===== src/rtl/core/pascal_subset_tokenizer_core_macros.svh =====
// Assertion macros for the tokenizer core.
`ifndef PASCAL_SUBSET_TOKENIZER_CORE_MACROS_SVH
`define PASCAL_SUBSET_TOKENIZER_CORE_MACROS_SVH

// Same-cycle implication.
`define PST_ASSERT_IMPLY(lbl, ante, cons) \
  lbl: assert property (@(posedge clk) disable iff (!rst_n) (ante) |-> (cons)) \
    else $error("pst: implication failed");

// Next-cycle implication.
`define PST_ASSERT_NEXT(lbl, ante, cons) \
  lbl: assert property (@(posedge clk) disable iff (!rst_n) (ante) |=> (cons)) \
    else $error("pst: next-cycle implication failed");

`endif


===== src/rtl/core/pst_pkg.sv =====
package pst_pkg;

  localparam int MAX_TEXT = 32;
  localparam int LEN_W    = $clog2(MAX_TEXT + 1);
  localparam int TIDX_W   = $clog2(MAX_TEXT);
  localparam int KIND_W   = 5;
  localparam int LINE_W   = 24;
  localparam int COL_W    = 16;
  localparam int NUM_W    = 31;
  localparam int BYTE_W   = 8;

  localparam logic [LINE_W-1:0] LINE_MAX = '1;
  localparam logic [COL_W-1:0]  COL_MAX  = '1;
  localparam logic [NUM_W-1:0]  NUM_MAX  = '1;

  localparam logic [KIND_W-1:0] K_INT     = 5'd0;
  localparam logic [KIND_W-1:0] K_IDENT   = 5'd1;
  localparam logic [KIND_W-1:0] K_STRING  = 5'd2;
  localparam logic [KIND_W-1:0] K_BEGIN   = 5'd3;
  localparam logic [KIND_W-1:0] K_END     = 5'd4;
  localparam logic [KIND_W-1:0] K_PROGRAM = 5'd5;
  localparam logic [KIND_W-1:0] K_ASSIGN  = 5'd6;
  localparam logic [KIND_W-1:0] K_LE      = 5'd7;
  localparam logic [KIND_W-1:0] K_GE      = 5'd8;
  localparam logic [KIND_W-1:0] K_NE      = 5'd9;
  localparam logic [KIND_W-1:0] K_RANGE   = 5'd10;
  localparam logic [KIND_W-1:0] K_PLUS    = 5'd11;
  localparam logic [KIND_W-1:0] K_MINUS   = 5'd12;
  localparam logic [KIND_W-1:0] K_SLASH   = 5'd13;
  localparam logic [KIND_W-1:0] K_STAR    = 5'd14;
  localparam logic [KIND_W-1:0] K_LT      = 5'd15;
  localparam logic [KIND_W-1:0] K_GT      = 5'd16;
  localparam logic [KIND_W-1:0] K_LPAREN  = 5'd17;
  localparam logic [KIND_W-1:0] K_RPAREN  = 5'd18;
  localparam logic [KIND_W-1:0] K_LBRACK  = 5'd19;
  localparam logic [KIND_W-1:0] K_RBRACK  = 5'd20;
  localparam logic [KIND_W-1:0] K_COMMA   = 5'd21;
  localparam logic [KIND_W-1:0] K_COLON   = 5'd22;
  localparam logic [KIND_W-1:0] K_SEMI    = 5'd23;
  localparam logic [KIND_W-1:0] K_AT      = 5'd24;
  localparam logic [KIND_W-1:0] K_CARET   = 5'd25;
  localparam logic [KIND_W-1:0] K_EOF     = 5'd26;
  localparam logic [KIND_W-1:0] K_E_STR   = 5'd27;
  localparam logic [KIND_W-1:0] K_E_LF    = 5'd28;
  localparam logic [KIND_W-1:0] K_E_CMT   = 5'd29;
  localparam logic [KIND_W-1:0] K_E_STRAY = 5'd30;
  localparam logic [KIND_W-1:0] K_E_LONG  = 5'd31;
  localparam logic [KIND_W-1:0] OP_NONE   = 5'd0;

  localparam logic [7:0] CH_LF     = 8'h0A;
  localparam logic [7:0] CH_CR     = 8'h0D;
  localparam logic [7:0] CH_TAB    = 8'h09;
  localparam logic [7:0] CH_SPACE  = 8'h20;
  localparam logic [7:0] CH_QUOTE  = 8'h27;
  localparam logic [7:0] CH_LBRACE = 8'h7B;
  localparam logic [7:0] CH_RBRACE = 8'h7D;
  localparam logic [7:0] CH_LPAREN = 8'h28;
  localparam logic [7:0] CH_RPAREN = 8'h29;
  localparam logic [7:0] CH_STAR   = 8'h2A;
  localparam logic [7:0] CH_COLON  = 8'h3A;
  localparam logic [7:0] CH_LT     = 8'h3C;
  localparam logic [7:0] CH_GT     = 8'h3E;
  localparam logic [7:0] CH_EQ     = 8'h3D;
  localparam logic [7:0] CH_DOT    = 8'h2E;

  localparam logic [7:0] KW_BEGIN [0:4] = '{8'h62, 8'h65, 8'h67, 8'h69, 8'h6E};
  localparam logic [7:0] KW_END   [0:2] = '{8'h65, 8'h6E, 8'h64};
  localparam logic [7:0] KW_PROG  [0:6] =
    '{8'h70, 8'h72, 8'h6F, 8'h67, 8'h72, 8'h61, 8'h6D};

  typedef enum logic [2:0] {
    M_IDLE, M_NUMBER, M_IDENT, M_STRING, M_BRACE, M_PAREN, M_PSTAR, M_OP
  } lex_mode_t;

  typedef enum logic [1:0] {P_NONE, P_ONE, P_TEXT} pre_plan_t;

  typedef enum logic [1:0] {SEL_PRE, SEL_TXT, SEL_POST} out_sel_t;

  typedef enum logic [2:0] {
    C_READY, C_DISPATCH, C_PRE, C_TXT_RD, C_TXT_OUT, C_POST
  } ctl_state_t;

  typedef struct packed {
    logic      accept;
    logic      load;
    out_sel_t  sel;
    logic      last;
    logic      adv;
  } pst_cmd_t;

  typedef struct packed {
    pre_plan_t pre;
    logic      post;
    logic      idx_last;
    logic      out_free;
    logic      halted;
  } pst_sts_t;

  function automatic logic is_digit(logic [7:0] b);
    return (b >= 8'h30) && (b <= 8'h39);
  endfunction

  function automatic logic is_alpha(logic [7:0] b);
    return (b == 8'h5F) || ((b >= 8'h61) && (b <= 8'h7A)) || ((b >= 8'h41) && (b <= 8'h5A));
  endfunction

  function automatic logic [7:0] to_lower(logic [7:0] b);
    return ((b >= 8'h41) && (b <= 8'h5A)) ? b + 8'd32 : b;
  endfunction

  function automatic logic [KIND_W-1:0] single_op(logic [7:0] b);
    logic [KIND_W-1:0] k;
    unique case (b)
      8'h2B:   k = K_PLUS;
      8'h2D:   k = K_MINUS;
      8'h2F:   k = K_SLASH;
      8'h2A:   k = K_STAR;
      8'h3C:   k = K_LT;
      8'h3E:   k = K_GT;
      8'h28:   k = K_LPAREN;
      8'h29:   k = K_RPAREN;
      8'h5B:   k = K_LBRACK;
      8'h5D:   k = K_RBRACK;
      8'h2C:   k = K_COMMA;
      8'h3A:   k = K_COLON;
      8'h3B:   k = K_SEMI;
      8'h40:   k = K_AT;
      8'h5E:   k = K_CARET;
      default: k = OP_NONE;
    endcase
    return k;
  endfunction

  function automatic logic [KIND_W-1:0] double_op(logic [7:0] a, logic [7:0] b);
    logic [KIND_W-1:0] k;
    k = OP_NONE;
    if (a == CH_COLON && b == CH_EQ) k = K_ASSIGN;
    else if (a == CH_LT && b == CH_EQ) k = K_LE;
    else if (a == CH_GT && b == CH_EQ) k = K_GE;
    else if (a == CH_LT && b == CH_GT) k = K_NE;
    else if (a == CH_DOT && b == CH_DOT) k = K_RANGE;
    return k;
  endfunction

endpackage


===== src/rtl/core/pst_if.sv =====
interface pst_in_if;
  logic                     valid;
  logic                     ready;
  logic [pst_pkg::BYTE_W-1:0] source_byte;
  logic                     end_of_input;
  modport source (output valid, source_byte, end_of_input, input ready);
  modport sink   (input valid, source_byte, end_of_input, output ready);
endinterface

interface pst_out_if;
  logic                       valid;
  logic                       ready;
  logic [pst_pkg::KIND_W-1:0] token_kind;
  logic [pst_pkg::LINE_W-1:0] token_line;
  logic [pst_pkg::COL_W-1:0]  token_column;
  logic [pst_pkg::NUM_W-1:0]  number_value;
  logic [pst_pkg::BYTE_W-1:0] text_byte;
  logic                       last_of_run;
  modport source (output valid, token_kind, token_line, token_column, number_value,
                  text_byte, last_of_run, input ready);
  modport sink   (input valid, token_kind, token_line, token_column, number_value,
                  text_byte, last_of_run, output ready);
endinterface


===== src/rtl/core/pst_ctrl.sv =====
module pst_ctrl (
  input  logic              clk,
  input  logic              rst_n,
  input  logic              in_valid,
  output logic              in_ready,
  input  pst_pkg::pst_sts_t sts,
  output pst_pkg::pst_cmd_t cmd
);
  import pst_pkg::*;

  ctl_state_t state_r, state_nxt;

  always_ff @(posedge clk) begin
    if (!rst_n) state_r <= C_READY;
    else        state_r <= state_nxt;
  end

  always_comb begin
    state_nxt  = state_r;
    in_ready   = 1'b0;
    cmd        = '0;
    cmd.sel    = SEL_PRE;
    unique case (state_r)
      C_READY: begin
        in_ready   = 1'b1;
        cmd.accept = in_valid;
        if (in_valid) state_nxt = C_DISPATCH;
      end
      C_DISPATCH: begin
        unique case (sts.pre)
          P_ONE:   state_nxt = C_PRE;
          P_TEXT:  state_nxt = C_TXT_RD;
          default: state_nxt = sts.post ? C_POST : C_READY;
        endcase
      end
      C_PRE: begin
        if (sts.out_free) begin
          cmd.load  = 1'b1;
          cmd.sel   = SEL_PRE;
          cmd.last  = !sts.post;
          state_nxt = sts.post ? C_POST : C_READY;
        end
      end
      // wait for the registered text read
      C_TXT_RD: state_nxt = C_TXT_OUT;
      C_TXT_OUT: begin
        if (sts.out_free) begin
          cmd.load = 1'b1;
          cmd.sel  = SEL_TXT;
          cmd.adv  = 1'b1;
          cmd.last = sts.idx_last && !sts.post;
          if (!sts.idx_last)  state_nxt = C_TXT_RD;
          else if (sts.post)  state_nxt = C_POST;
          else                state_nxt = C_READY;
        end
      end
      C_POST: begin
        if (sts.out_free) begin
          cmd.load  = 1'b1;
          cmd.sel   = SEL_POST;
          cmd.last  = 1'b1;
          state_nxt = C_READY;
        end
      end
      default: state_nxt = C_READY;
    endcase
  end

endmodule


===== src/rtl/core/pst_dp.sv =====
module pst_dp (
  input  logic                       clk,
  input  logic                       rst_n,
  input  logic [pst_pkg::BYTE_W-1:0] source_byte,
  input  logic                       end_of_input,
  input  pst_pkg::pst_cmd_t          cmd,
  output pst_pkg::pst_sts_t          sts,
  input  logic                       out_ready,
  output logic                       out_valid,
  output logic [pst_pkg::KIND_W-1:0] token_kind,
  output logic [pst_pkg::LINE_W-1:0] token_line,
  output logic [pst_pkg::COL_W-1:0]  token_column,
  output logic [pst_pkg::NUM_W-1:0]  number_value,
  output logic [pst_pkg::BYTE_W-1:0] text_byte,
  output logic                       last_of_run
);
  import pst_pkg::*;

  // lexer state
  lex_mode_t          mode_r, mode_nxt;
  logic [LINE_W-1:0]  line_r, line_nxt;
  logic [COL_W-1:0]   col_r, col_nxt;
  logic [COL_W-1:0]   scol_r, scol_nxt;
  logic [NUM_W-1:0]   acc_r, acc_nxt;
  logic [LEN_W-1:0]   tlen_r, tlen_nxt;
  logic [7:0]         pend_r, pend_nxt;
  logic               halted_r, halted_nxt;
  logic               kwb_r, kwb_nxt, kwe_r, kwe_nxt, kwp_r, kwp_nxt;

  // per-request emission plan
  pre_plan_t          pre_r, pre_nxt;
  logic               post_r, post_nxt;
  logic [LINE_W-1:0]  lineq_r;
  logic [KIND_W-1:0]  pre_kind_r, pre_kind_nxt, post_kind_r, post_kind_nxt;
  logic [COL_W-1:0]   pre_col_r, pre_col_nxt, post_col_r, post_col_nxt;
  logic [NUM_W-1:0]   pre_num_r, pre_num_nxt;
  logic [7:0]         pre_byte_r, pre_byte_nxt, post_byte_r, post_byte_nxt;
  logic [LEN_W-1:0]   idx_r;

  logic [7:0]         tmem [MAX_TEXT];
  logic [7:0]         rd_byte_r;
  logic               we;
  logic [TIDX_W-1:0]  waddr;

  logic               out_valid_r;
  logic [KIND_W-1:0]  kind_r;
  logic [LINE_W-1:0]  oline_r;
  logic [COL_W-1:0]   ocol_r;
  logic [NUM_W-1:0]   onum_r;
  logic [7:0]         obyte_r;
  logic               olast_r;

  logic [7:0]         b, lb;
  logic [KIND_W-1:0]  k1, k2, kpend;
  logic [COL_W-1:0]   col_inc;
  logic [LINE_W-1:0]  line_inc;
  logic [NUM_W+3:0]   acc_x10;
  logic               kw_hit_b, kw_hit_e, kw_hit_p, do_idle, full;

  assign b        = source_byte;
  assign lb       = to_lower(b);
  assign k1       = single_op(b);
  assign k2       = double_op(pend_r, b);
  assign kpend    = single_op(pend_r);
  assign col_inc  = (col_r == COL_MAX) ? col_r : col_r + 1'b1;
  assign line_inc = (line_r == LINE_MAX) ? line_r : line_r + 1'b1;
  assign acc_x10  = {acc_r, 3'b000} + {2'b00, acc_r, 1'b0} + {{(NUM_W){1'b0}}, b[3:0]};
  assign full     = (tlen_r >= LEN_W'(MAX_TEXT));
  assign kw_hit_b = kwb_r && (tlen_r == LEN_W'(5));
  assign kw_hit_e = kwe_r && (tlen_r == LEN_W'(3));
  assign kw_hit_p = kwp_r && (tlen_r == LEN_W'(7));

  always_comb begin
    mode_nxt = mode_r;  line_nxt = line_r;  col_nxt = col_r;  scol_nxt = scol_r;
    acc_nxt = acc_r;  tlen_nxt = tlen_r;  pend_nxt = pend_r;  halted_nxt = halted_r;
    kwb_nxt = kwb_r;  kwe_nxt = kwe_r;  kwp_nxt = kwp_r;
    pre_nxt = P_NONE;  post_nxt = 1'b0;
    pre_kind_nxt = K_INT;  pre_col_nxt = scol_r;  pre_num_nxt = '0;  pre_byte_nxt = '0;
    post_kind_nxt = K_EOF;  post_col_nxt = col_r;  post_byte_nxt = '0;
    we = 1'b0;  waddr = tlen_r[TIDX_W-1:0];
    do_idle = 1'b0;

    if (!halted_r) begin
      if (end_of_input) begin
        halted_nxt = 1'b1;
        mode_nxt   = M_IDLE;
        post_nxt   = 1'b1;
        unique case (mode_r)
          M_NUMBER: begin
            pre_nxt = P_ONE;  pre_kind_nxt = K_INT;  pre_num_nxt = acc_r;
          end
          M_IDENT: begin
            if (kw_hit_b || kw_hit_e || kw_hit_p) begin
              pre_nxt = P_ONE;
              pre_kind_nxt = kw_hit_b ? K_BEGIN : (kw_hit_e ? K_END : K_PROGRAM);
            end else begin
              pre_nxt = P_TEXT;  pre_kind_nxt = K_IDENT;  pre_num_nxt = NUM_W'(tlen_r);
            end
          end
          M_OP: begin
            pre_nxt = P_ONE;
            if (kpend != OP_NONE) pre_kind_nxt = kpend;
            else begin
              pre_kind_nxt = K_E_STRAY;  pre_byte_nxt = pend_r;  post_nxt = 1'b0;
            end
          end
          M_STRING: begin
            pre_nxt = P_ONE;  pre_kind_nxt = K_E_STR;  post_nxt = 1'b0;
          end
          M_BRACE, M_PAREN, M_PSTAR: begin
            pre_nxt = P_ONE;  pre_kind_nxt = K_E_CMT;  pre_col_nxt = col_r;
            post_nxt = 1'b0;
          end
          default: ;
        endcase
      end else begin
        unique case (mode_r)
          M_NUMBER: begin
            if (is_digit(b)) begin
              acc_nxt = (acc_x10 > {4'b0000, NUM_MAX}) ? NUM_MAX : acc_x10[NUM_W-1:0];
              col_nxt = col_inc;
            end else begin
              pre_nxt = P_ONE;  pre_kind_nxt = K_INT;  pre_num_nxt = acc_r;
              do_idle = 1'b1;
            end
          end
          M_IDENT: begin
            if (is_alpha(b) || is_digit(b)) begin
              if (full) begin
                pre_nxt = P_ONE;  pre_kind_nxt = K_E_LONG;  halted_nxt = 1'b1;
              end else begin
                we = 1'b1;  tlen_nxt = tlen_r + 1'b1;  col_nxt = col_inc;
                if (tlen_r < LEN_W'(5)) kwb_nxt = kwb_r && (lb == KW_BEGIN[tlen_r[2:0]]);
                if (tlen_r < LEN_W'(3)) kwe_nxt = kwe_r && (lb == KW_END[tlen_r[1:0]]);
                if (tlen_r < LEN_W'(7)) kwp_nxt = kwp_r && (lb == KW_PROG[tlen_r[2:0]]);
              end
            end else begin
              if (kw_hit_b || kw_hit_e || kw_hit_p) begin
                pre_nxt = P_ONE;
                pre_kind_nxt = kw_hit_b ? K_BEGIN : (kw_hit_e ? K_END : K_PROGRAM);
              end else begin
                pre_nxt = P_TEXT;  pre_kind_nxt = K_IDENT;  pre_num_nxt = NUM_W'(tlen_r);
              end
              do_idle = 1'b1;
            end
          end
          M_STRING: begin
            if (b == CH_QUOTE) begin
              pre_kind_nxt = K_STRING;
              pre_nxt = (tlen_r == '0) ? P_ONE : P_TEXT;
              pre_num_nxt = NUM_W'(tlen_r);
              col_nxt = col_inc;
              mode_nxt = M_IDLE;
            end else if (b == CH_LF) begin
              pre_nxt = P_ONE;  pre_kind_nxt = K_E_LF;  halted_nxt = 1'b1;
            end else if (full) begin
              pre_nxt = P_ONE;  pre_kind_nxt = K_E_LONG;  halted_nxt = 1'b1;
            end else begin
              we = 1'b1;  tlen_nxt = tlen_r + 1'b1;
              if (b != CH_CR) col_nxt = col_inc;
            end
          end
          M_BRACE, M_PAREN, M_PSTAR: begin
            if (mode_r == M_BRACE) begin
              if (b == CH_RBRACE) mode_nxt = M_IDLE;
            end else if (mode_r == M_PSTAR && b == CH_RPAREN) begin
              mode_nxt = M_IDLE;
            end else begin
              mode_nxt = (b == CH_STAR) ? M_PSTAR : M_PAREN;
            end
            if (b == CH_LF) begin
              line_nxt = line_inc;  col_nxt = COL_W'(1);
            end else if (b != CH_CR) begin
              col_nxt = col_inc;
            end
          end
          M_OP: begin
            if (k2 != OP_NONE) begin
              pre_nxt = P_ONE;  pre_kind_nxt = k2;  col_nxt = col_inc;  mode_nxt = M_IDLE;
            end else if (pend_r == CH_LPAREN && b == CH_STAR) begin
              mode_nxt = M_PAREN;  col_nxt = col_inc;
            end else begin
              pre_nxt = P_ONE;
              if (kpend != OP_NONE) begin
                pre_kind_nxt = kpend;  do_idle = 1'b1;
              end else begin
                pre_kind_nxt = K_E_STRAY;  pre_byte_nxt = pend_r;  halted_nxt = 1'b1;
              end
            end
          end
          default: do_idle = 1'b1;
        endcase

        if (do_idle) begin
          mode_nxt = M_IDLE;
          if (b == CH_LF) begin
            line_nxt = line_inc;  col_nxt = COL_W'(1);
          end else if (b == CH_CR) begin
            col_nxt = col_r;
          end else if (b == CH_SPACE || b == CH_TAB) begin
            col_nxt = col_inc;
          end else if (b == CH_LBRACE) begin
            mode_nxt = M_BRACE;  col_nxt = col_inc;
          end else if (is_digit(b)) begin
            acc_nxt = NUM_W'(b[3:0]);
            scol_nxt = col_r;  mode_nxt = M_NUMBER;  col_nxt = col_inc;
          end else if (is_alpha(b)) begin
            we = 1'b1;  waddr = '0;  tlen_nxt = LEN_W'(1);
            kwb_nxt = (lb == KW_BEGIN[0]);
            kwe_nxt = (lb == KW_END[0]);
            kwp_nxt = (lb == KW_PROG[0]);
            scol_nxt = col_r;  mode_nxt = M_IDENT;  col_nxt = col_inc;
          end else if (b == CH_QUOTE) begin
            tlen_nxt = '0;  scol_nxt = col_r;  mode_nxt = M_STRING;  col_nxt = col_inc;
          end else if (b == CH_LPAREN || b == CH_COLON || b == CH_LT || b == CH_GT ||
                       b == CH_DOT) begin
            pend_nxt = b;  scol_nxt = col_r;  mode_nxt = M_OP;  col_nxt = col_inc;
          end else if (k1 != OP_NONE) begin
            post_nxt = 1'b1;  post_kind_nxt = k1;  col_nxt = col_inc;
          end else begin
            post_nxt = 1'b1;  post_kind_nxt = K_E_STRAY;  post_byte_nxt = b;
            halted_nxt = 1'b1;
          end
        end
      end
    end
  end

  always_ff @(posedge clk) begin
    if (!rst_n) begin
      mode_r <= M_IDLE;  line_r <= LINE_W'(1);  col_r <= COL_W'(1);  scol_r <= COL_W'(1);
      acc_r <= '0;  tlen_r <= '0;  pend_r <= '0;  halted_r <= 1'b0;
      kwb_r <= 1'b0;  kwe_r <= 1'b0;  kwp_r <= 1'b0;
      pre_r <= P_NONE;  post_r <= 1'b0;  idx_r <= '0;
    end else if (cmd.accept) begin
      mode_r <= mode_nxt;  line_r <= line_nxt;  col_r <= col_nxt;  scol_r <= scol_nxt;
      acc_r <= acc_nxt;  tlen_r <= tlen_nxt;  pend_r <= pend_nxt;  halted_r <= halted_nxt;
      kwb_r <= kwb_nxt;  kwe_r <= kwe_nxt;  kwp_r <= kwp_nxt;
      pre_r <= pre_nxt;  post_r <= post_nxt;  idx_r <= '0;
    end else if (cmd.adv) begin
      idx_r <= idx_r + 1'b1;
    end
  end

  // plan payload, captured with the request
  always_ff @(posedge clk) begin
    if (cmd.accept) begin
      lineq_r <= line_r;
      pre_kind_r <= pre_kind_nxt;  pre_col_r <= pre_col_nxt;
      pre_num_r <= pre_num_nxt;  pre_byte_r <= pre_byte_nxt;
      post_kind_r <= post_kind_nxt;  post_col_r <= post_col_nxt;
      post_byte_r <= post_byte_nxt;
    end
  end

  always_ff @(posedge clk) begin
    if (cmd.accept && we) tmem[waddr] <= b;
    rd_byte_r <= tmem[idx_r[TIDX_W-1:0]];
  end

  always_ff @(posedge clk) begin
    if (!rst_n)          out_valid_r <= 1'b0;
    else if (cmd.load)   out_valid_r <= 1'b1;
    else if (out_ready)  out_valid_r <= 1'b0;
  end

  always_ff @(posedge clk) begin
    if (cmd.load) begin
      oline_r <= lineq_r;
      olast_r <= cmd.last;
      unique case (cmd.sel)
        SEL_TXT: begin
          kind_r <= pre_kind_r;  ocol_r <= pre_col_r;  onum_r <= pre_num_r;
          obyte_r <= rd_byte_r;
        end
        SEL_POST: begin
          kind_r <= post_kind_r;  ocol_r <= post_col_r;  onum_r <= '0;
          obyte_r <= post_byte_r;
        end
        default: begin
          kind_r <= pre_kind_r;  ocol_r <= pre_col_r;  onum_r <= pre_num_r;
          obyte_r <= pre_byte_r;
        end
      endcase
    end
  end

  assign sts.pre      = pre_r;
  assign sts.post     = post_r;
  assign sts.idx_last = (idx_r == pre_num_r[LEN_W-1:0] - 1'b1);
  assign sts.out_free = !out_valid_r || out_ready;
  assign sts.halted   = halted_r;

  assign out_valid    = out_valid_r;
  assign token_kind   = kind_r;
  assign token_line   = oline_r;
  assign token_column = ocol_r;
  assign number_value = onum_r;
  assign text_byte    = obyte_r;
  assign last_of_run  = olast_r;

endmodule


===== src/rtl/core/pascal_subset_tokenizer_core.sv =====
// Flow: a request is accepted in C_READY and decoded in C_DISPATCH. A request with no result
// then returns to C_READY; a single result is loaded into the output register from C_PRE or
// C_POST, and identifier or string text one byte at a time through C_TXT_RD and C_TXT_OUT,
// as the text store has a registered read port. Each load waits while the output register
// holds a token that has not been taken. One request is in work at a time.
// Reset (rst_n low, synchronous): line and column to one, lexer idle, output empty.
`include "pascal_subset_tokenizer_core_macros.svh"

module pascal_subset_tokenizer_core (
  input  logic      clk,
  input  logic      rst_n,
  pst_in_if.sink    in_ch,
  pst_out_if.source out_ch
);
  import pst_pkg::*;

  pst_cmd_t cmd;
  pst_sts_t sts;

  pst_ctrl u_ctrl (
    .clk      (clk),
    .rst_n    (rst_n),
    .in_valid (in_ch.valid),
    .in_ready (in_ch.ready),
    .sts      (sts),
    .cmd      (cmd)
  );

  pst_dp u_dp (
    .clk          (clk),
    .rst_n        (rst_n),
    .source_byte  (in_ch.source_byte),
    .end_of_input (in_ch.end_of_input),
    .cmd          (cmd),
    .sts          (sts),
    .out_ready    (out_ch.ready),
    .out_valid    (out_ch.valid),
    .token_kind   (out_ch.token_kind),
    .token_line   (out_ch.token_line),
    .token_column (out_ch.token_column),
    .number_value (out_ch.number_value),
    .text_byte    (out_ch.text_byte),
    .last_of_run  (out_ch.last_of_run)
  );

  `PST_ASSERT_IMPLY(a_load_into_free, cmd.load, sts.out_free)
  `PST_ASSERT_NEXT(a_one_request, in_ch.valid && in_ch.ready, !in_ch.ready)
  `PST_ASSERT_NEXT(a_halt_sticky, sts.halted, sts.halted)

endmodule

===== src/flat_wrapper.sv =====
// flat-port wrapper written by rule: the top's interface ports become plain ports
module pascal_subset_tokenizer_core_flat import pst_pkg::*;
  (clk, rst_n, in_ch_valid, in_ch_source_byte, in_ch_end_of_input, in_ch_ready, out_ch_valid, out_ch_token_kind, out_ch_token_line, out_ch_token_column, out_ch_number_value, out_ch_text_byte, out_ch_last_of_run, out_ch_ready);
  pst_in_if in_ch_i ();
  pst_out_if out_ch_i ();
  input  logic clk;
  input  logic rst_n;
  input wire logic [$bits(in_ch_i.valid)-1:0] in_ch_valid;
  input wire logic [$bits(in_ch_i.source_byte)-1:0] in_ch_source_byte;
  input wire logic [$bits(in_ch_i.end_of_input)-1:0] in_ch_end_of_input;
  output wire logic [$bits(in_ch_i.ready)-1:0] in_ch_ready;
  output wire logic [$bits(out_ch_i.valid)-1:0] out_ch_valid;
  output wire logic [$bits(out_ch_i.token_kind)-1:0] out_ch_token_kind;
  output wire logic [$bits(out_ch_i.token_line)-1:0] out_ch_token_line;
  output wire logic [$bits(out_ch_i.token_column)-1:0] out_ch_token_column;
  output wire logic [$bits(out_ch_i.number_value)-1:0] out_ch_number_value;
  output wire logic [$bits(out_ch_i.text_byte)-1:0] out_ch_text_byte;
  output wire logic [$bits(out_ch_i.last_of_run)-1:0] out_ch_last_of_run;
  input wire logic [$bits(out_ch_i.ready)-1:0] out_ch_ready;
  assign in_ch_i.valid = in_ch_valid;
  assign in_ch_i.source_byte = in_ch_source_byte;
  assign in_ch_i.end_of_input = in_ch_end_of_input;
  assign in_ch_ready = in_ch_i.ready;
  assign out_ch_valid = out_ch_i.valid;
  assign out_ch_token_kind = out_ch_i.token_kind;
  assign out_ch_token_line = out_ch_i.token_line;
  assign out_ch_token_column = out_ch_i.token_column;
  assign out_ch_number_value = out_ch_i.number_value;
  assign out_ch_text_byte = out_ch_i.text_byte;
  assign out_ch_last_of_run = out_ch_i.last_of_run;
  assign out_ch_i.ready = out_ch_ready;
  pascal_subset_tokenizer_core u_core (.clk(clk), .rst_n(rst_n), .in_ch(in_ch_i), .out_ch(out_ch_i));
endmodule

===== config.mk =====
export PLATFORM = sky130hd
export DESIGN_NAME = pascal_subset_tokenizer_core_flat
export DESIGN_NICKNAME = d
export VERILOG_FILES = /design/src/rtl/core/pst_pkg.sv /design/src/rtl/core/pst_if.sv /design/src/rtl/core/pst_ctrl.sv /design/src/rtl/core/pst_dp.sv /design/src/rtl/core/pascal_subset_tokenizer_core.sv /design/src/flat_wrapper.sv
export VERILOG_INCLUDE_DIRS = /design/src /design/src/rtl/core
export SDC_FILE = /design/constraint.sdc
export NUM_CORES = 1
export LEC_CHECK = 0
export ABC_AREA = 1
export BUFFER_PORTS_ARGS = -buffer_cell sky130_fd_sc_hd__buf_2
export CAP_MARGIN = 20
export CORE_ASPECT_RATIO = 1.4
export CORE_MARGIN = 1.5
export CORE_UTILIZATION = 50
export DETAILED_ROUTE_END_ITERATION = 6
export GPL_TIMING_DRIVEN = 0
export MAX_ROUTING_LAYER = met4
export PLACE_DENSITY_LB_ADDON = 0.1
export REMOVE_ABC_BUFFERS = 1
export SETUP_SLACK_MARGIN = 0.2
export SLEW_MARGIN = 25
export SYNTH_ARGS = -nofsm -noshare
export SYNTH_HDL_FRONTEND = slang
export SYNTH_SLANG_ARGS = --single-unit

===== constraint.sdc =====
create_clock -name clk -period 8.02 [get_ports clk]
set_input_delay 0.802 -clock clk [delete_from_list [all_inputs] [get_ports clk]]
set_output_delay 0.802 -clock clk [all_outputs]
set_load 0.005 [all_outputs]

==> impl_metrics.yaml, run 1 <==
synthesis:
  syn_inst: 3680
  synth.cell_area_mm2: 0.0311
  synth_top_area_cell: "edfxtp_1"
  synth.distinct_cells: 65
  synth_seq_area_share_pct: 52.1
  yosys_warnings: 0
  synthTopCellsByArea: "edfxtp_1 (44%), nand2_1 (9.7%), dfxtp_1 (8.3%)"
  ys_seq_elements: 583
  synth.avg_cell_area_um2: 8.46
  synth_top_area_share_pct: 43.8
final_layout:
  n_fill_cell: 5702
  drive_gt1_share_pct: 8.33
  fin_nets: 3780
  stdcell_area_mm2: 0.0343
  synthToLayoutAreaGrowth_pct: 10.1
  layout.cells.non_filler: 4561
sta:
  slew_headroom_pct: 31.7
  setup_viol: 0
  timing.fmax_mhz: 191
  drv_slew: 0
  skew_ps: 16.9
  tightest_slew_ps: 1020
  timing.final.ws_setup_ps: 2800
  finalHoldViolCount: 0
  period_share_pct: 65.1
  rsz0062_at_grt: "no"
  fin_crit_ps: 5220
worst_setup_path:
  cp_slowest_stage_delay_ps: 750
  start_kind: "primary input"
  r2r_end: "u_core.u_dp.tmem[9][2]$_DFFE_PP_"
  r2r_cells: 12
  r2r_start: "u_core.u_ctrl.state_r[1]$_SDFFE_PN0P_"
  cpMaxStageDelayCell: "nor2_1"
  critical_path.max_fanout: 42
  path_cells: "buf_2 > nor2_2 > nand2_2 > inv_2 > nand2_1 > inv_2 > nor2_1 > inv_1 > nor2_2 > nand2_4 > nor2_8 > nor2_2 > nor2_8 > nand4_4 > nor2_1"
  critPathBufInv: 4
  cp_top_family: "simple AND/OR/NAND/NOR gates"
  cp.arrival_ps: 5490
  worst_path_most_repeated_cell: "nor2_2"
  worstSetupPathType: "in -> reg"
  reg2reg_slack_ps: 3680
  worst_ep_required_time_ps: 8290
  setup.worst_path.end_class: "flip-flop"
min_path:
  hold_path.startpoint: "u_core.u_dp.lineq_r[18]$_DFFE_PP_"
  whs_path_depth: 0
  hold_path.class: "reg -> reg"
  holdPathEnd: "u_core.u_dp.token_line[18]$_DFFE_PP_"
placement:
  dp_hpwl_um: 64800
  placed_cell_area_mm2: 0.0324
  dp_cells: 4458
  portBuffers: 99
  dp_slack_ps: 2120
  place.gp.congestion: 0.961
floorplan:
  die_w_um: 214
  rows: 108
  start_util_pct: 50.4
  dieArea_mm2: 0.0638
  core_area_mm2: 0.0618
  ios: 100
  dieHeight_um: 298
power:
  p_leak_uw: 0.0136
  power_density_mw_per_mm2: 198
  total_power_uw: 6790
  peakVddDrop_mv: 0.166
clock_tree:
  cts_resized: 0
  clock-root-buffer: "clkbuf_16"
  path_clk_slew_ps: 60
  worst_skew_pair.late_latency_ps: 640
  numClockSinks: 583
  cts_hold_buf: 0
  htreeDepth: 2
  numCtsBuffers: 55
  postCtsSetupRepairBufs: 0
  clockBufferDepth: 3
  cts_tree: "done"
detailed_routing:
  drt-total-wl_um: 94900
  wl_per_cell_um: 20.8
  ant_nets: 0
  firstDrtPassIters: 5
  dr_total_vias: 26182
  drc_errors: 0
  vias_per_cell: 5.74
  first_iter_violations: 2038
global_routing:
  grt_pass1_vias: 25504
  antenna_found_initial: 1
  grt_pass1_wl_um: 146000
  grt_start_max_net_pins: 98
  overflow: 0
  grt_usage_pct: 30.7
flow_run:
  max-cap-violations: 0
outcome:
  status: "completed"
[cells in the final DEF (no fill, tap or decap), types with 22 or more instances in the layout]
cell type	instances
nand3_1	197
edfxtp_1	454
inv_1	332
a21oi_1	281
o22ai_1	46
xnor2_1	23
nor2_1	478
dfxtp_1	126
xor2_1	34
clkbuf_16	56
inv_2	22
o21ai_0	306
nor3_1	53
nand2_1	804
buf_2	97
ha_1	74
o221ai_1	25
nand4_1	51
[sequential cells by signal, indices dropped and copies added, names as in the netlist, 6 cells and up, named ones only]
name and count:
u_core.u_dp.line_r 24, u_core.u_dp.col_r 16, u_core.u_dp.text_byte 8, u_core.u_dp.pend_r 8, u_core.u_dp.post_col_r 16, u_core.u_dp.pre_byte_r 8
u_core.u_dp.post_byte_r 8, u_core.u_dp.idx_r 6, u_core.u_dp.lineq_r 24, u_core.u_dp.tlen_r 6, u_core.u_dp.pre_num_r 31, u_core.u_dp.tmem 256
u_core.u_dp.pre_col_r 16, u_core.u_dp.scol_r 16, u_core.u_dp.rd_byte_r 8, u_core.u_dp.number_value 31, u_core.u_dp.token_column 16, u_core.u_dp.acc_r 27
u_core.u_dp.token_line 24
[power breakdown]
part / internal, µW / switching (µW)
combinational: 185 / 479
clock: 1540 / 1180
sequential: 3340 / 63.2
total: 5070 / 1720
[per-stage QoR]
stage                     setup TNS (ps)  util (%)  hold WS [ps]
after floorplan                        0         -           400
after global placement           -426070      51.7           409
after detailed placement               0      52.5           407
after CTS                              0      55.5           424
after global routing                   0      55.5           435
final                                  0      55.5           421
[cell usage after synthesis (all sizes together)]
| master | number |
|---|---|
| edfxtp | 454 |
| or2 | 4 |
| o211ai | 21 |
| nor2 | 509 |
| nand3 | 207 |
| o21ai | 329 |
| o31ai | 2 |
| fa | 2 |
| o221ai | 25 |
| a21oi | 283 |
| a311oi | 1 |
| nand2 | 826 |
| nor4 | 7 |
| o311ai | 1 |
| o21a | 8 |
| clkbuf | 118 |
| nor3b | 3 |
| o22ai | 46 |
| inv | 361 |
| a21o | 3 |
| and3 | 1 |
| o21bai | 3 |
| nand4 | 54 |
| xor2 | 34 |
| nor3 | 57 |
| a21boi | 2 |
| a31o | 1 |
| xnor2 | 23 |
| clkinv | 6 |
| a41oi | 2 |
| o2111ai | 3 |
| a31oi | 13 |
| a2111oi | 3 |
| buf | 45 |
| a221oi | 2 |
| o41ai | 1 |
| a22oi | 3 |
| ha | 75 |
| nand3b | 10 |
| a211oi | 1 |
| and2 | 1 |
| a22o | 1 |
| dfxtp | 129 |
[how the worst max path moves through the flow]
stage / to / slack (ps) / cells after the start / from
6_report: u_core.u_dp.tmem[9][2]$_DFFE_PP_ / 2800 / 15 / in_ch_source_byte[0]
5_1_grt: u_core.u_dp.tmem[18][2]$_DFFE_PP_ / 2520 / 17 / in_ch_source_byte[3]
4_1_cts: u_core.u_dp.tmem[21][4]$_DFFE_PP_ / 2800 / 15 / in_ch_source_byte[2]
3_5_place_dp: u_core.u_dp.tmem[27][3]$_DFFE_PP_ / 2120 / 15 / in_ch_source_byte[2]
3_3_place_gp: u_core.u_dp.rd_byte_r[2]$_DFF_P_ / -1620 / 7 / u_core.u_dp.idx_r[0]$_SDFFE_PP0P_
2_1_floorplan: u_core.u_dp.tmem[13][0]$_DFFE_PP_ / 1880 / 8 / in_ch_valid
[cells by family after synthesis]
group                    count (synthesis)  share of synthesized area (%)
buffers and inverters                  530                           6.70
flip-flops                             583                           52.1
XOR/XNOR                                57                           1.60
AO/OA/AOI/OAI                          754                           13.3
adder cells (fa/ha/maj)                 77                           3.14
AND/OR/NAND/NOR                       1679                           23.1
[metal layers]
metal  up-vias  track usage [%]  wire length (µm)
met5         -                -                 0
met4         0             16.0              5100
met3       219             3.59              4650
met2       885             52.7             48300
met1     12558             35.0             36800
li1      12520                -                 -
[final cells by class]
class,instances,area (µm²),share of cell area (%)
flip-flops and latches,583,16200,47.3
inverters,367,1400,4.09
clock inverters,31,380,1.11
well taps,825,1030,3.01
clock buffers,71,1480,4.31
multi-input cells,2567,12900,37.6
repair buffers,116,866,2.53
diodes,1,2.50,0.00730
Note: power is estimated with default switching activity, not from simulation.
==> run 2, diff against run 1 <==
==> constraint.sdc (replaced) <==
create_clock -name clk -period 4.3 [get_ports clk]
set_input_delay 0.43 -clock clk [delete_from_list [all_inputs] [get_ports clk]]
set_output_delay 0.43 -clock clk [all_outputs]
set_load 0.005 [all_outputs]
==> impl_metrics.yaml, run 2 (synthesis gave the netlist of run 1 again) <==
placement:
  dp_slack_ps: -1230
  place.gp.congestion: 0.961
  portBuffers: 99
  dp_cells: 4458
  dp_hpwl_um: 64800
clock_tree:
  worst_skew_pair.late_latency_ps: 640
  numCtsBuffers: 55
  htreeDepth: 2
  clock-root-buffer: "clkbuf_16"
  cts_hold_buf: 0
  cts_tree: "done"
  clockBufferDepth: 3
  path_clk_slew_ps: 60
  numClockSinks: 583
global_routing:
  grt_pass1_vias: 25547
  grt_start_max_net_pins: 98
  antenna_found_initial: 1
  grt_usage_pct: 30.8
  overflow: 0
  grt_pass1_wl_um: 146000
worst_setup_path:
  critPathBufInv: 2
  setup.worst_path.end_class: "flip-flop"
  worst_path_most_repeated_cell: "nand2_4"
  crit_start: "u_core.u_dp.mode_r[2]$_SDFFE_PN0P_"
  start_kind: "flip-flop"
  cp_top_family: "simple AND/OR/NAND/NOR gates"
  worstSetupPathType: "reg -> reg"
  worst_ep_required_time_ps: 4580
  cpMaxStageDelayCell: "nor2_2"
  cp.arrival_ps: 4210
  cp_slowest_stage_delay_ps: 510
  critical_path.max_fanout: 35
  path_cells: "inv_1 > nand2_1 > nor2_4 > nand4_4 > nand2_4 > inv_2 > nand2_4 > nand2_4 > nor2_8 > nor2_2 > nor2_8 > nand3_4 > nor2_2"
  r2r_start: "u_core.u_dp.mode_r[2]$_SDFFE_PN0P_"
final_layout:
  mostFrequentLayoutCell: "nand2_1"
  layout.cells.non_filler: 4572
  fin_nets: 3791
  final-seq-area_mm2: 0.0162
  synthToLayoutAreaGrowth_pct: 11.2
  drive_gt1_share_pct: 9.53
  regMostFlops: "u_core.u_dp.tmem"
  multi_input_area_mm2: 0.0131
  final_util_pct: 56.1
  largest_reg_flops: 256
  n_fill_cell: 5664
  final_cell_mix: "nand2_1 (803), edfxtp_1 (454), nor2_1 (446)"
sta:
  slew_headroom_pct: 30.9
  setup_viol: 0
  tightest_slew_ps: 1030
  skew_ps: 17.2
  rsz0062_at_grt: "yes"
  period_share_pct: 91.4
  timing.fmax_mhz: 254
  finalSetupTns_ps: 0
  timing.final.ws_setup_ps: 370
  finalHoldViolCount: 0
  drv_slew: 0
  fin_crit_ps: 3930
detailed_routing:
  dr_total_vias: 26298
  ant_nets: 0
  firstDrtPassIters: 6
  vias_per_cell: 5.75
  wl_per_cell_um: 20.8
  drc_errors: 0
  first_iter_violations: 2122
  drt-total-wl_um: 95300
floorplan:
  dieHeight_um: 298
  ios: 100
  dieArea_mm2: 0.0638
  core_area_mm2: 0.0618
  die_w_um: 214
  start_util_pct: 50.4
  rows: 108
min_path:
  hold_path.class: "in -> reg"
  hold_path.startpoint: "out_ch_ready"
outcome:
  status: "completed"
power:
  peakVddDrop_mv: 0.311
  clockPowerShare_pct: 40.0
  combPwrFrac_pct: 9.9
  total_power_uw: 12700
  p_int_uw: 9450
  power_density_mw_per_mm2: 366
  seq_power_share_pct: 50.2
  switching_power_uw: 3220
  p_leak_uw: 0.0137
  switching_share_pct: 25.4
flow_run:
  max-cap-violations: 0
-- run 2: changes by cell type in the layout (fill, tap and decap cells not counted), sizes merged --
| cell | change |
|---|---|
| buf | +9 |
| nor2 | +2 |
-- run 2: metal layers --
metal,global-route usage (%),vias to the layer above,routed length (µm)
met5,-,-,0
met4,16.6,0,5460
met3,3.67,248,4550
met2,52.6,874,48300
met1,34.9,12611,37000
li1,-,12565,-
-- run 2: worst register-to-register path: stages (launching register included) --
cell	delay, ps
dfxtp_1	330
inv_1	330
nand2_1	250
nor2_4	340
nand4_4	240
nand2_4	140
inv_2	50
nand2_4	240
nand2_4	370
nor2_8	230
nor2_2	100
nor2_8	160
nand3_4	290
nor2_2	520
-- run 2: final timing paths --
| kind | to | slack (ps) | depth (start not counted) |
|---|---|---|---|
| max | u_core.u_dp.tmem[7][0]$_DFFE_PP_ | 370 | 13 |
| min | u_core.u_ctrl.state_r[2]$_SDFFE_PN0P_ | 200 | 4 |
| max reg2reg | u_core.u_dp.tmem[7][0]$_DFFE_PP_ | 370 | 13 |
| min reg2reg | u_core.u_dp.token_line[18]$_DFFE_PP_ | 420 | 0 |
-- run 2: area by class of cell --
cell class                      instances  area share, %
Antenna cell                            1        0.00723
Clock inverter                         31           1.10
Sequential cell                       583           46.9
Inverter                              367           4.06
Multi-Input combinational cell       2569           37.9
Clock buffer                           71           4.27
Tap cell                              825           2.98
Timing Repair Buffer                  125           2.87
-- run 2: through the flow --
stage          hold WS, ps  area (µm²)
4_1_cts                164       34400
3_3_place_gp           409       32000
2_1_floorplan          400       30400
3_5_place_dp           407       32400
5_1_grt                207       34600
6_report               199       34600
-- run 2: power by group through the flow --
stage                     Clock [µW]  Combinational [µW]  Sequential (µW)
after global routing            5340                1390             6370
after CTS                       5170                1240             6350
after floorplan                    0                 789             6440
after detailed placement           0                1230             6470
after global placement             0                1180             6490
final                           5060                1250             6350
-- run 2: repair_timing --
item                                    in CTS  in global routing
buffers inserted                             0                  9
resized for setup                           41                 25
endpoints found under the setup margin     277                257
gates cloned                                 1                  1
pin swaps                                    1                  5
